File: src/hdl/assert_macros.svh
// Assertion macros shared by the scheduler RTL.
// Needs clk_i and rst_ni in the scope of each use.
`ifndef ASSERT_MACROS_SVH
`define ASSERT_MACROS_SVH
// clocked check, off while in reset
`define TDPS_ASSERT(label, prop, msg) \
  label: assert property (@(posedge clk_i) disable iff (!rst_ni) prop) else $error(msg);
// clocked implication in the same cycle
`define TDPS_IMPLIES(label, pre, post, msg) \
  `TDPS_ASSERT(label, (pre) |-> (post), msg)
`endif

File: src/hdl/tdps_pkg.sv
// Package of the tick driven process scheduler: sizes, codes, word types
// and small saturating helpers. No dependencies.
`default_nettype none
package tdps_pkg;

  localparam int MAX_PROCS = 16;
  localparam int IDX_W     = (MAX_PROCS > 1) ? $clog2(MAX_PROCS) : 1;
  localparam int N_W       = $clog2(MAX_PROCS + 1);

  typedef enum logic [1:0] {
    PS_NOT_STARTED = 2'd0,
    PS_RUNNING     = 2'd1,
    PS_WAITING     = 2'd2,
    PS_FINISHED    = 2'd3
  } proc_state_e;

  localparam logic [2:0] POL_FCFS = 3'd0;
  localparam logic [2:0] POL_SJF  = 3'd1;
  localparam logic [2:0] POL_SRTF = 3'd2;
  localparam logic [2:0] POL_RR   = 3'd3;
  localparam logic [2:0] POL_PRR  = 3'd4;

  localparam logic [1:0] REG_POLICY = 2'd0;
  localparam logic [1:0] REG_PCOUNT = 2'd1;
  localparam logic [1:0] REG_SLICE  = 2'd2;

  localparam logic KIND_LOAD = 1'b0;
  localparam logic KIND_TICK = 1'b1;

  localparam logic [1:0] PRI_CAP  = 2'd2;
  localparam logic [19:0] CNT_MAX  = 20'hFFFFF;

  typedef struct packed {
    logic        kind;
    logic [3:0]  slot;
    logic [15:0] arrival_time;
    logic [15:0] compute_time;
    logic [1:0]  priority_req;
  } in_word_t;

  typedef struct packed {
    logic [19:0] tick_time;
    logic        running_valid;
    logic [3:0]  running_slot;
    logic        all_done;
    logic [23:0] sum_burst;
    logic [23:0] sum_waiting;
    logic [23:0] sum_turnaround;
  } out_word_t;

  typedef struct packed {
    proc_state_e state;
    logic [15:0] burst;
    logic [19:0] waiting;
    logic [19:0] turnaround;
  } slot_rec_t;

  function automatic logic [23:0] sat_add(input logic [23:0] acc, input logic [19:0] v);
    logic [24:0] s;
    s = {1'b0, acc} + {5'd0, v};
    return s[24] ? 24'hFFFFFF : s[23:0];
  endfunction

  function automatic logic [19:0] sat_inc(input logic [19:0] v);
    return (v == CNT_MAX) ? v : v + 20'd1;
  endfunction

endpackage
`default_nettype wire

File: src/hdl/tdps_slot_upd.sv
// Per-slot tick update: apply the selection, count one tick, finish check.
// Depends on tdps_pkg.
`default_nettype none
module tdps_slot_upd (
  input  tdps_pkg::slot_rec_t rec_i,
  input  logic [15:0]         compute_i,
  input  logic                sel_en_i,
  input  logic                is_sel_i,
  output tdps_pkg::slot_rec_t rec_o,
  output logic                running_o
);
  import tdps_pkg::*;

  proc_state_e st;
  logic        present;

  always_comb begin
    st = rec_i.state;
    if (sel_en_i && (st == PS_RUNNING || st == PS_WAITING)) begin
      st = is_sel_i ? PS_RUNNING : PS_WAITING;
    end
    present   = (st == PS_RUNNING) || (st == PS_WAITING);
    running_o = (st == PS_RUNNING);
    rec_o.burst      = (st == PS_RUNNING) ? rec_i.burst + 16'd1 : rec_i.burst;
    rec_o.waiting    = (st == PS_WAITING) ? sat_inc(rec_i.waiting) : rec_i.waiting;
    rec_o.turnaround = present ? sat_inc(rec_i.turnaround) : rec_i.turnaround;
    // burst equal to compute finishes the slot, present or not
    rec_o.state      = (rec_o.burst == compute_i) ? PS_FINISHED : st;
  end

endmodule
`default_nettype wire

File: src/hdl/tick_driven_process_scheduler.sv
// Tick driven process scheduler, top level.
// Input channel in_valid_i / in_stall_o carries one in_word_t: a load writes
// one process slot and restarts time, slice and rotation; a tick runs one
// scheduling step. Every item gives exactly one out_word_t on out_valid_o /
// out_stall_i, held in an output register.
// Settings come through the APB port: policy at 0x0, process_count at 0x4,
// time_slice at 0x8. pready is always high; reads return the register.
// One shared slot datapath walks the n slots in use, one slot per cycle:
//   load:  one sweep for status.
//   tick:  status sweep, arrival and selection sweep, and an update sweep;
//          round robin adds a slice check, and when the slice runs out a
//          walk to the next slot, which first wraps a pointer left beyond a
//          shrunk count. A tick on a fully finished table stops after the
//          first sweep.
// The input stalls while an item is in work; the next item is taken while a
// finished word still waits in the output register, and the last state of an
// item holds until that register is free.
// Reset clears state, counters and time and sets the settings to their defaults; slot stores are
// undefined until loaded.
`default_nettype none
module tick_driven_process_scheduler (
  input  logic               clk_i,
  input  logic               rst_ni,
  input  logic               in_valid_i,
  output logic               in_stall_o,
  input  tdps_pkg::in_word_t in_word_i,
  output logic               out_valid_o,
  input  logic               out_stall_i,
  output tdps_pkg::out_word_t out_word_o,
  input  logic               psel,
  input  logic               penable,
  input  logic               pwrite,
  input  logic [3:0]         paddr,
  input  logic [31:0]        pwdata,
  output logic [31:0]        prdata,
  output logic               pready
);
  import tdps_pkg::*;
  `include "assert_macros.svh"

  typedef enum logic [2:0] {
    PH_IDLE, PH_PRE, PH_SCAN, PH_ROT, PH_RSTEP, PH_APPLY, PH_OUT
  } phase_e;

  // settings
  logic [2:0] policy_q;
  logic [4:0] pcount_q;
  logic [7:0] tslice_q;

  // slot table
  logic [15:0] arr_q [MAX_PROCS];
  logic [15:0] cmp_q [MAX_PROCS];
  logic [1:0]  pri_q [MAX_PROCS];
  slot_rec_t   rec_q [MAX_PROCS];

  phase_e          phase_q;
  logic [IDX_W-1:0] idx_q, rp_q, best_q, sel_idx_q, run_slot_q;
  logic [N_W-1:0]   cand_q, k_q;
  logic [7:0]       slice_q;
  logic [19:0]      time_q;
  logic             is_tick_q, done_q, found_q, any_run_q, present_q;
  logic             sel_en_q, run_found_q, adv_q;
  logic [1:0]       top_q;
  logic [17:0]      best_key_q;
  logic [23:0]      sb_q, sw_q, sa_q;
  logic             out_valid_q;
  out_word_t        out_q;

  logic [N_W-1:0]   n_w;
  logic [IDX_W-1:0] rd_idx, wr_idx;
  logic [15:0]      rd_arr, rd_cmp;
  logic [1:0]       rd_pri;
  slot_rec_t        rd_rec, upd_rec;
  logic             upd_run, first, last, accept, cfg_wr;
  logic [23:0]      sb_b, sw_b, sa_b;
  logic             done_b;
  proc_state_e      scan_st;
  logic             scan_pres;
  logic [17:0]      key;
  logic             found_n, any_n, pres_n;
  logic [IDX_W-1:0] best_n;
  logic [17:0]      best_key_n;
  logic [1:0]       top_n;
  logic             hit;

  always_comb begin
    if (pcount_q == 5'd0) begin
      n_w = N_W'(1);
    end else if (32'(pcount_q) > MAX_PROCS) begin
      n_w = N_W'(MAX_PROCS);
    end else begin
      n_w = N_W'(pcount_q);
    end
  end

  assign accept = in_valid_i && !in_stall_o;
  assign in_stall_o = (phase_q != PH_IDLE);
  assign wr_idx = IDX_W'(in_word_i.slot);
  assign cfg_wr = psel && penable && pwrite && pready;
  assign pready = 1'b1;

  always_comb begin
    case (phase_q)
      PH_ROT:   rd_idx = rp_q;
      PH_RSTEP: rd_idx = cand_q[IDX_W-1:0];
      default:  rd_idx = idx_q;
    endcase
  end

  assign rd_arr = arr_q[rd_idx];
  assign rd_cmp = cmp_q[rd_idx];
  assign rd_pri = pri_q[rd_idx];
  assign rd_rec = rec_q[rd_idx];

  assign first = (idx_q == '0);
  assign last  = (N_W'(idx_q) == n_w - N_W'(1));

  // sweep accumulators restart at slot zero
  assign sb_b   = first ? 24'd0 : sb_q;
  assign sw_b   = first ? 24'd0 : sw_q;
  assign sa_b   = first ? 24'd0 : sa_q;
  assign done_b = first ? 1'b1 : done_q;

  // arrival and selection scan
  always_comb begin
    scan_st   = (time_q == {4'd0, rd_arr}) ? PS_WAITING : rd_rec.state;
    scan_pres = (scan_st == PS_RUNNING) || (scan_st == PS_WAITING);
    case (policy_q)
      POL_SJF:  key = {2'b00, rd_cmp};
      POL_SRTF: key = {2'b00, rd_cmp} - {2'b00, rd_rec.burst};
      default:  key = {2'b00, rd_arr};
    endcase
    found_n    = first ? 1'b0 : found_q;
    best_n     = first ? '0 : best_q;
    best_key_n = best_key_q;
    if (scan_pres && (!found_n || ($signed(key) < $signed(best_key_q)))) begin
      found_n    = 1'b1;
      best_n     = idx_q;
      best_key_n = key;
    end
    any_n  = (first ? 1'b0 : any_run_q) || (scan_st == PS_RUNNING);
    pres_n = (first ? 1'b0 : present_q) || scan_pres;
    top_n  = first ? 2'd0 : top_q;
    if (scan_pres && rd_pri > top_n) begin
      top_n = rd_pri;
    end
  end

  assign hit = ((rd_rec.state == PS_RUNNING) || (rd_rec.state == PS_WAITING)) &&
               ((policy_q != POL_PRR) || (rd_pri == top_q));

  tdps_slot_upd u_upd (
    .rec_i     (rd_rec),
    .compute_i (rd_cmp),
    .sel_en_i  (sel_en_q),
    .is_sel_i  (idx_q == sel_idx_q),
    .rec_o     (upd_rec),
    .running_o (upd_run)
  );

  // slot stores, written by loads only
  always_ff @(posedge clk_i) begin
    if (accept && in_word_i.kind == KIND_LOAD && 32'(in_word_i.slot) < MAX_PROCS) begin
      arr_q[wr_idx] <= in_word_i.arrival_time;
      cmp_q[wr_idx] <= in_word_i.compute_time;
      pri_q[wr_idx] <= (in_word_i.priority_req > PRI_CAP) ? PRI_CAP
                                                           : in_word_i.priority_req;
    end
  end

  always_ff @(posedge clk_i or negedge rst_ni) begin
    if (!rst_ni) begin
      policy_q    <= POL_FCFS;
      pcount_q    <= 5'd1;
      tslice_q    <= 8'd4;
      phase_q     <= PH_IDLE;
      for (int i = 0; i < MAX_PROCS; i++) begin
        rec_q[i] <= '{state: PS_NOT_STARTED, burst: '0, waiting: '0, turnaround: '0};
      end
      idx_q       <= '0;
      rp_q        <= '0;
      best_q      <= '0;
      sel_idx_q   <= '0;
      run_slot_q  <= '0;
      cand_q      <= '0;
      k_q         <= '0;
      slice_q     <= '0;
      time_q      <= '0;
      is_tick_q   <= 1'b0;
      done_q      <= 1'b0;
      found_q     <= 1'b0;
      any_run_q   <= 1'b0;
      present_q   <= 1'b0;
      sel_en_q    <= 1'b0;
      run_found_q <= 1'b0;
      adv_q       <= 1'b0;
      top_q       <= '0;
      best_key_q  <= '0;
      sb_q        <= '0;
      sw_q        <= '0;
      sa_q        <= '0;
      out_valid_q <= 1'b0;
      out_q       <= '0;
    end else begin
      if (cfg_wr) begin
        case (paddr[3:2])
          REG_POLICY: policy_q <= pwdata[2:0];
          REG_PCOUNT: pcount_q <= pwdata[4:0];
          REG_SLICE:  tslice_q <= pwdata[7:0];
          default: ;
        endcase
      end
      if (out_valid_q && !out_stall_i && phase_q != PH_OUT) begin
        out_valid_q <= 1'b0;
      end
      case (phase_q)
        PH_IDLE: begin
          if (accept) begin
            is_tick_q <= (in_word_i.kind == KIND_TICK);
            idx_q     <= '0;
            phase_q   <= PH_PRE;
            if (in_word_i.kind == KIND_LOAD && 32'(in_word_i.slot) < MAX_PROCS) begin
              rec_q[wr_idx] <= '{state: PS_NOT_STARTED, burst: '0, waiting: '0,
                                 turnaround: '0};
              time_q  <= '0;
              slice_q <= '0;
              rp_q    <= '0;
            end
          end
        end
        PH_PRE: begin
          sb_q   <= sat_add(sb_b, {4'd0, rd_rec.burst});
          sw_q   <= sat_add(sw_b, rd_rec.waiting);
          sa_q   <= sat_add(sa_b, rd_rec.turnaround);
          done_q <= done_b && (rd_rec.state == PS_FINISHED);
          if (last) begin
            idx_q <= '0;
            run_found_q <= 1'b0;
            if (!is_tick_q || (done_b && (rd_rec.state == PS_FINISHED))) begin
              adv_q   <= 1'b0;
              phase_q <= PH_OUT;
            end else begin
              adv_q   <= 1'b1;
              phase_q <= PH_SCAN;
            end
          end else begin
            idx_q <= idx_q + IDX_W'(1);
          end
        end
        PH_SCAN: begin
          rec_q[idx_q].state <= scan_st;
          found_q    <= found_n;
          best_q     <= best_n;
          best_key_q <= best_key_n;
          any_run_q  <= any_n;
          present_q  <= pres_n;
          top_q      <= top_n;
          if (last) begin
            idx_q     <= '0;
            sel_idx_q <= best_n;
            if (!pres_n) begin
              sel_en_q <= 1'b0;
              phase_q  <= PH_APPLY;
            end else begin
              case (policy_q)
                POL_SRTF: begin
                  sel_en_q <= 1'b1;
                  phase_q  <= PH_APPLY;
                end
                POL_RR:   phase_q  <= PH_ROT;
                POL_PRR:  phase_q  <= PH_ROT;
                default: begin
                  sel_en_q <= !any_n;
                  phase_q  <= PH_APPLY;
                end
              endcase
            end
          end else begin
            idx_q <= idx_q + IDX_W'(1);
          end
        end
        PH_ROT: begin
          if (slice_q == 8'd0 || rd_rec.state == PS_FINISHED) begin
            slice_q <= tslice_q;
            cand_q  <= N_W'(rp_q) + N_W'(1);
            k_q     <= '0;
            phase_q <= PH_RSTEP;
          end else begin
            slice_q  <= slice_q - 8'd1;
            sel_en_q <= 1'b0;
            phase_q  <= PH_APPLY;
          end
        end
        PH_RSTEP: begin
          if (cand_q >= n_w) begin
            // wrap a pointer left beyond a shrunk count
            cand_q <= cand_q - n_w;
          end else begin
            rp_q <= cand_q[IDX_W-1:0];
            if (hit || k_q == n_w - N_W'(1)) begin
              sel_en_q  <= 1'b1;
              sel_idx_q <= cand_q[IDX_W-1:0];
              phase_q   <= PH_APPLY;
            end else begin
              cand_q <= cand_q + N_W'(1);
              k_q    <= k_q + N_W'(1);
            end
          end
        end
        PH_APPLY: begin
          rec_q[idx_q] <= upd_rec;
          sb_q   <= sat_add(sb_b, {4'd0, upd_rec.burst});
          sw_q   <= sat_add(sw_b, upd_rec.waiting);
          sa_q   <= sat_add(sa_b, upd_rec.turnaround);
          done_q <= done_b && (upd_rec.state == PS_FINISHED);
          if (upd_run && !run_found_q) begin
            run_found_q <= 1'b1;
            run_slot_q  <= idx_q;
          end
          if (last) begin
            idx_q   <= '0;
            phase_q <= PH_OUT;
          end else begin
            idx_q <= idx_q + IDX_W'(1);
          end
        end
        PH_OUT: begin
          // hold until the output register is free
          if (!out_valid_q || !out_stall_i) begin
            out_valid_q          <= 1'b1;
            out_q.tick_time      <= is_tick_q ? time_q : 20'd0;
            out_q.running_valid  <= run_found_q;
            out_q.running_slot   <= run_found_q ? 4'(run_slot_q) : 4'd0;
            out_q.all_done       <= done_q;
            out_q.sum_burst      <= sb_q;
            out_q.sum_waiting    <= sw_q;
            out_q.sum_turnaround <= sa_q;
            if (adv_q) begin
              time_q <= time_q + 20'd1;
            end
            phase_q <= PH_IDLE;
          end
        end
        default: phase_q <= PH_IDLE;
      endcase
    end
  end

  always_comb begin
    case (paddr[3:2])
      REG_POLICY: prdata = {29'd0, policy_q};
      REG_PCOUNT: prdata = {27'd0, pcount_q};
      REG_SLICE:  prdata = {24'd0, tslice_q};
      default:    prdata = 32'd0;
    endcase
  end

  assign out_valid_o = out_valid_q;
  assign out_word_o  = out_q;

  `TDPS_IMPLIES(a_sweep_idx, (phase_q == PH_PRE || phase_q == PH_SCAN || phase_q == PH_APPLY),
                (N_W'(idx_q) < n_w), "sweep index beyond slots in use")
  `TDPS_IMPLIES(a_sel_idx, (phase_q == PH_APPLY && sel_en_q), (N_W'(sel_idx_q) < n_w),
                "selected slot beyond slots in use")
  `TDPS_IMPLIES(a_rot_steps, (phase_q == PH_RSTEP), (k_q < n_w),
                "rotation walk ran past the slot count")

endmodule
`default_nettype wire

File: config.mk
export PLATFORM = sky130hd
export DESIGN_NAME = tick_driven_process_scheduler
export DESIGN_NICKNAME = d
export VERILOG_FILES = /design/src/hdl/tdps_pkg.sv /design/src/hdl/tdps_slot_upd.sv /design/src/hdl/tick_driven_process_scheduler.sv
export VERILOG_INCLUDE_DIRS = /design/src /design/src/hdl
export SDC_FILE = /design/constraint.sdc
export NUM_CORES = 2
export LEC_CHECK = 0
export ABC_AREA = 1
export ABC_CLOCK_PERIOD_IN_PS = 8800
export CELL_PAD_IN_SITES_DETAIL_PLACEMENT = 1
export CELL_PAD_IN_SITES_GLOBAL_PLACEMENT = 2
export CORE_ASPECT_RATIO = 0.7
export CORE_MARGIN = 1.5
export CORE_UTILIZATION = 35
export CTS_CLUSTER_DIAMETER = 150
export DETAILED_ROUTE_END_ITERATION = 8
export DONT_BUFFER_PORTS = 1
export PLACE_DENSITY_LB_ADDON = 0.1
export SETUP_SLACK_MARGIN = 0.5
export SLEW_MARGIN = 20
export SYNTH_ARGS = -nofsm -noshare
export SYNTH_HDL_FRONTEND = slang
export SYNTH_SLANG_ARGS = --single-unit
File: constraint.sdc
create_clock -name clk_i -period 8.8 [get_ports clk_i]
set_input_delay 1.76 -clock clk_i [delete_from_list [all_inputs] [get_ports clk_i]]
set_output_delay 1.76 -clock clk_i [all_outputs]
set_load 0.005 [all_outputs]
==> flow_summary.ini <==
[critical_path]
crit_arrival_ns = 8.54
r2r_setup_slack_ns = 0.97
cp-end-kind = flop
crit_slowest_cell = dfrtp_2
cp-start-kind = flop
cp-startpoint = phase_q[1]
ff2ff_path_depth = 39
setup.worst_path.end = sb_q[6]
crit_buf_inv = 10
rr_endpoint = sb_q[6]
rr_startpoint = phase_q[1]
crit_top_cell = nand2_1
cp_max_fo = 17
crit_required_ns = 9.51
critPathTopFamily = compound AO/OA/AOI/OAI gates
cp_num_cells = 39
worstSetupPathType = flop to flop
max_stage_delay_ns = 0.48

[clock_tree]
cts_tree = yes
clock_latency_ns = 0.90
clock_path_buffers = 4
numCtsBuffers = 195
clk_pin_slew_ns = 0.06
clock-sinks = 1747
hold_buffers = 0
cts_max_level = 4
root_buffer = clkbuf_16

[placement]
dp.final_hpwl_um = 240800
preCtsSetupSlack_ns = 0.4048
place_congestion = 0.8554
io_buffers = 0

[sta]
fin_crit_ns = 7.830
layout_setup_ws_ns = 0.9704
tns_ns = 0
slew_violations = 0
clock_skew_ns = 0.07341
final.period_utilization_pct = 88.97
max_freq_mhz = 127.7
holdWs_ns = 0.4850
rsz0062_at_grt = yes
hold_violations = 0
tightest_slew_ns = 1.196
finalSetupViolations = 0
slew_headroom_pct = 20.25

[global_route]
grtUsageTotal_pct = 29.79
grt_max_degree = 209
globalRoute.totalOverflow = 0
antenna_found_initial = 27
grt_pass1_vias = 77632
grt_pass1_wl_um = 561200

[logic_synthesis]
ys_warn_count = 0
yosysUniqueCellTypes = 70
synth_area_um2 = 88730
synth_edf_count = 544
yosysSeqAreaShare_pct = 52.34
async_flop_share_pct = 68.86
syn_avg_cell_area_um2 = 8.928
postSynthCellCount = 9939
ys_ff_latch = 1747
synthFlopType = dfrtp_1

[floorplanning]
die_x_um = 604.8
coreArea_um2 = 251800
start_util_pct = 35.23
dieArea_um2 = 256600
rows = 154
io_pins = 215
dieHeight_um = 424.3

[routing]
drc = 0
drtAntennaViolNets = 0
drtIter0Drc = 7893
vias_per_cell = 5.875
drt-wirelength-per-cell_um = 29.54
via_count = 77921
totalWireLength_um = 391800
firstDrtPassIters = 8

[layout]
drive_gt1_share_pct = 9.011
fin_util_pct = 39.28
nFillCells = 28752
synthToLayoutAreaGrowth_pct = 11.47
nNetsFinal = 10007

[run_status]
status = completed

[flow_run]
drv_cap = 0

[min_path]
hold_class = flop to flop
## cell type report
type	count	area [µm²]	area share, %
repair buffers	311	3105	3.140
flip-flops and latches	1747	46450	46.96
multi-input cells	6671	35780	36.17
clock inverters	68	681.9	0.6894
well taps	3354	4197	4.243
inverters	824	3113	3.147
diodes	11	27.53	0.02783
clock buffers	278	5564	5.625
## Yosys cell counts (9+ instances only)
| cell type | instances | area (µm²) |
|---|---|---|
| o21ai_0 | 1760 | 8808 |
| nand2_1 | 1530 | 5743 |
| dfrtp_1 | 1201 | 30050 |
| inv_1 | 767 | 2879 |
| nand3_1 | 757 | 3789 |
| nor2_1 | 654 | 2455 |
| edfxtp_1 | 544 | 16340 |
| a21oi_1 | 362 | 1812 |
| clkbuf_1 | 358 | 1344 |
| o211ai_1 | 254 | 1907 |
| o22ai_1 | 242 | 1514 |
| o221ai_1 | 186 | 1629 |
| o21ai_1 | 185 | 925.9 |
| ha_1 | 167 | 2090 |
| buf_2 | 144 | 720.7 |
| xor2_1 | 118 | 1033 |
| buf_4 | 110 | 825.8 |
| buf_6 | 99 | 1115 |
| nor3_1 | 50 | 250.2 |
| inv_2 | 46 | 172.7 |
| nand2_2 | 39 | 244.0 |
| xnor2_1 | 39 | 341.6 |
| nand4_1 | 34 | 212.7 |
| a31oi_1 | 28 | 175.2 |
| or2_2 | 22 | 137.6 |
| o31ai_1 | 20 | 150.1 |
| nand3_2 | 18 | 180.2 |
| a211oi_1 | 16 | 120.1 |
| a22oi_1 | 13 | 97.59 |
| nand3b_1 | 13 | 97.59 |
| o211ai_2 | 13 | 162.7 |
| buf_1 | 11 | 41.29 |
| nor2_2 | 10 | 62.56 |
| clkinv_1 | 9 | 33.78 |
| nor2_4 | 9 | 101.4 |
| o22ai_2 | 9 | 112.6 |
## worst min-delay path: stages (launching register included)
cell and delay (ns):
dfrtp_1 0.34, nand2_1 0.05, o21ai_0 0.06
## worst min-delay path by stage
stage,slack [ns],end,from,cells after the start
after floorplan,0.45,rec_q[464],rec_q[464],2
after global placement,0.46,rec_q[464],rec_q[464],2
after detailed placement,0.47,tslice_q[1],tslice_q[1],2
after global routing,0.51,rec_q[297],rec_q[297],2
final,0.48,tslice_q[1],tslice_q[1],2
after CTS,0.49,tslice_q[1],tslice_q[1],2
## placed cells by master (no fill, tap or decap), drive strengths merged, types with 3 or more instances in the layout
master,n
clkbuf,281
o31ai,20
nor4,13
o221ai,186
nand3b,14
nand3,777
nand2,1579
nor3,55
diode,11
dfrtp,1201
xor2,118
inv,817
or2,22
fa,8
a211oi,16
o211ai,267
o22ai,251
nor2,673
a22oi,13
a21o,7
ha,167
o21ai,1951
o21a,3
xnor2,39
clkinvlp,4
a21boi,8
a32o,8
edfxtp,544
clkinv,58
o2111ai,4
o21bai,8
nand4,36
bufinv,13
conb,25
buf,307
a31oi,28
a21oi,364
## routing by layer
layer  up-vias  track usage [%]  part of all wire [%]
met3       478            5.360                   8.2
met5         -                0                 0.012
li1      34130                -                     -
met4         6            6.802                   2.3
met2      2830            43.51                    42
met1     40477            45.39                    47
## cell families (layout without fill, tap and decap cells)
logic type	after synthesis	after routing	synth area share, %
buf+inv	1546	1481	8.050
xor+xnor	157	157	1.550
other cells	2	36	0.008464
flops	1747	1747	52.34
fa+ha+maj	175	175	2.535
compound gates	3139	3139	20.12
simple gates	3173	3175	15.40
## state kept, by name, summed over array words and instances, names as in the netlist, 17 cells and up
register	count
arr_q	256
best_key_q	17
cmp_q	256
out_word_o	98
pri_q	32
rec_q	928
sa_q	24
sb_q	24
sw_q	24
time_q	20
## through the flow
step	instances	cell area, µm²
detailed placement	12884	92030
floorplan	9962	88820
finish	13264	98910
CTS	13231	98320
global route	13253	98890
global placement	12881	91940
## repair_timing
item                                   CTS  global route
pin swaps                                0             4
buffers inserted                         0            14
endpoints found under the hold margin    0             0
setup endpoints to repair               23            95
gates resized for setup                  3            57
gates cloned                             1             5
Power is not shown: default switching activity piles up to over one toggle a cycle in this logic, so the estimate is an artifact.
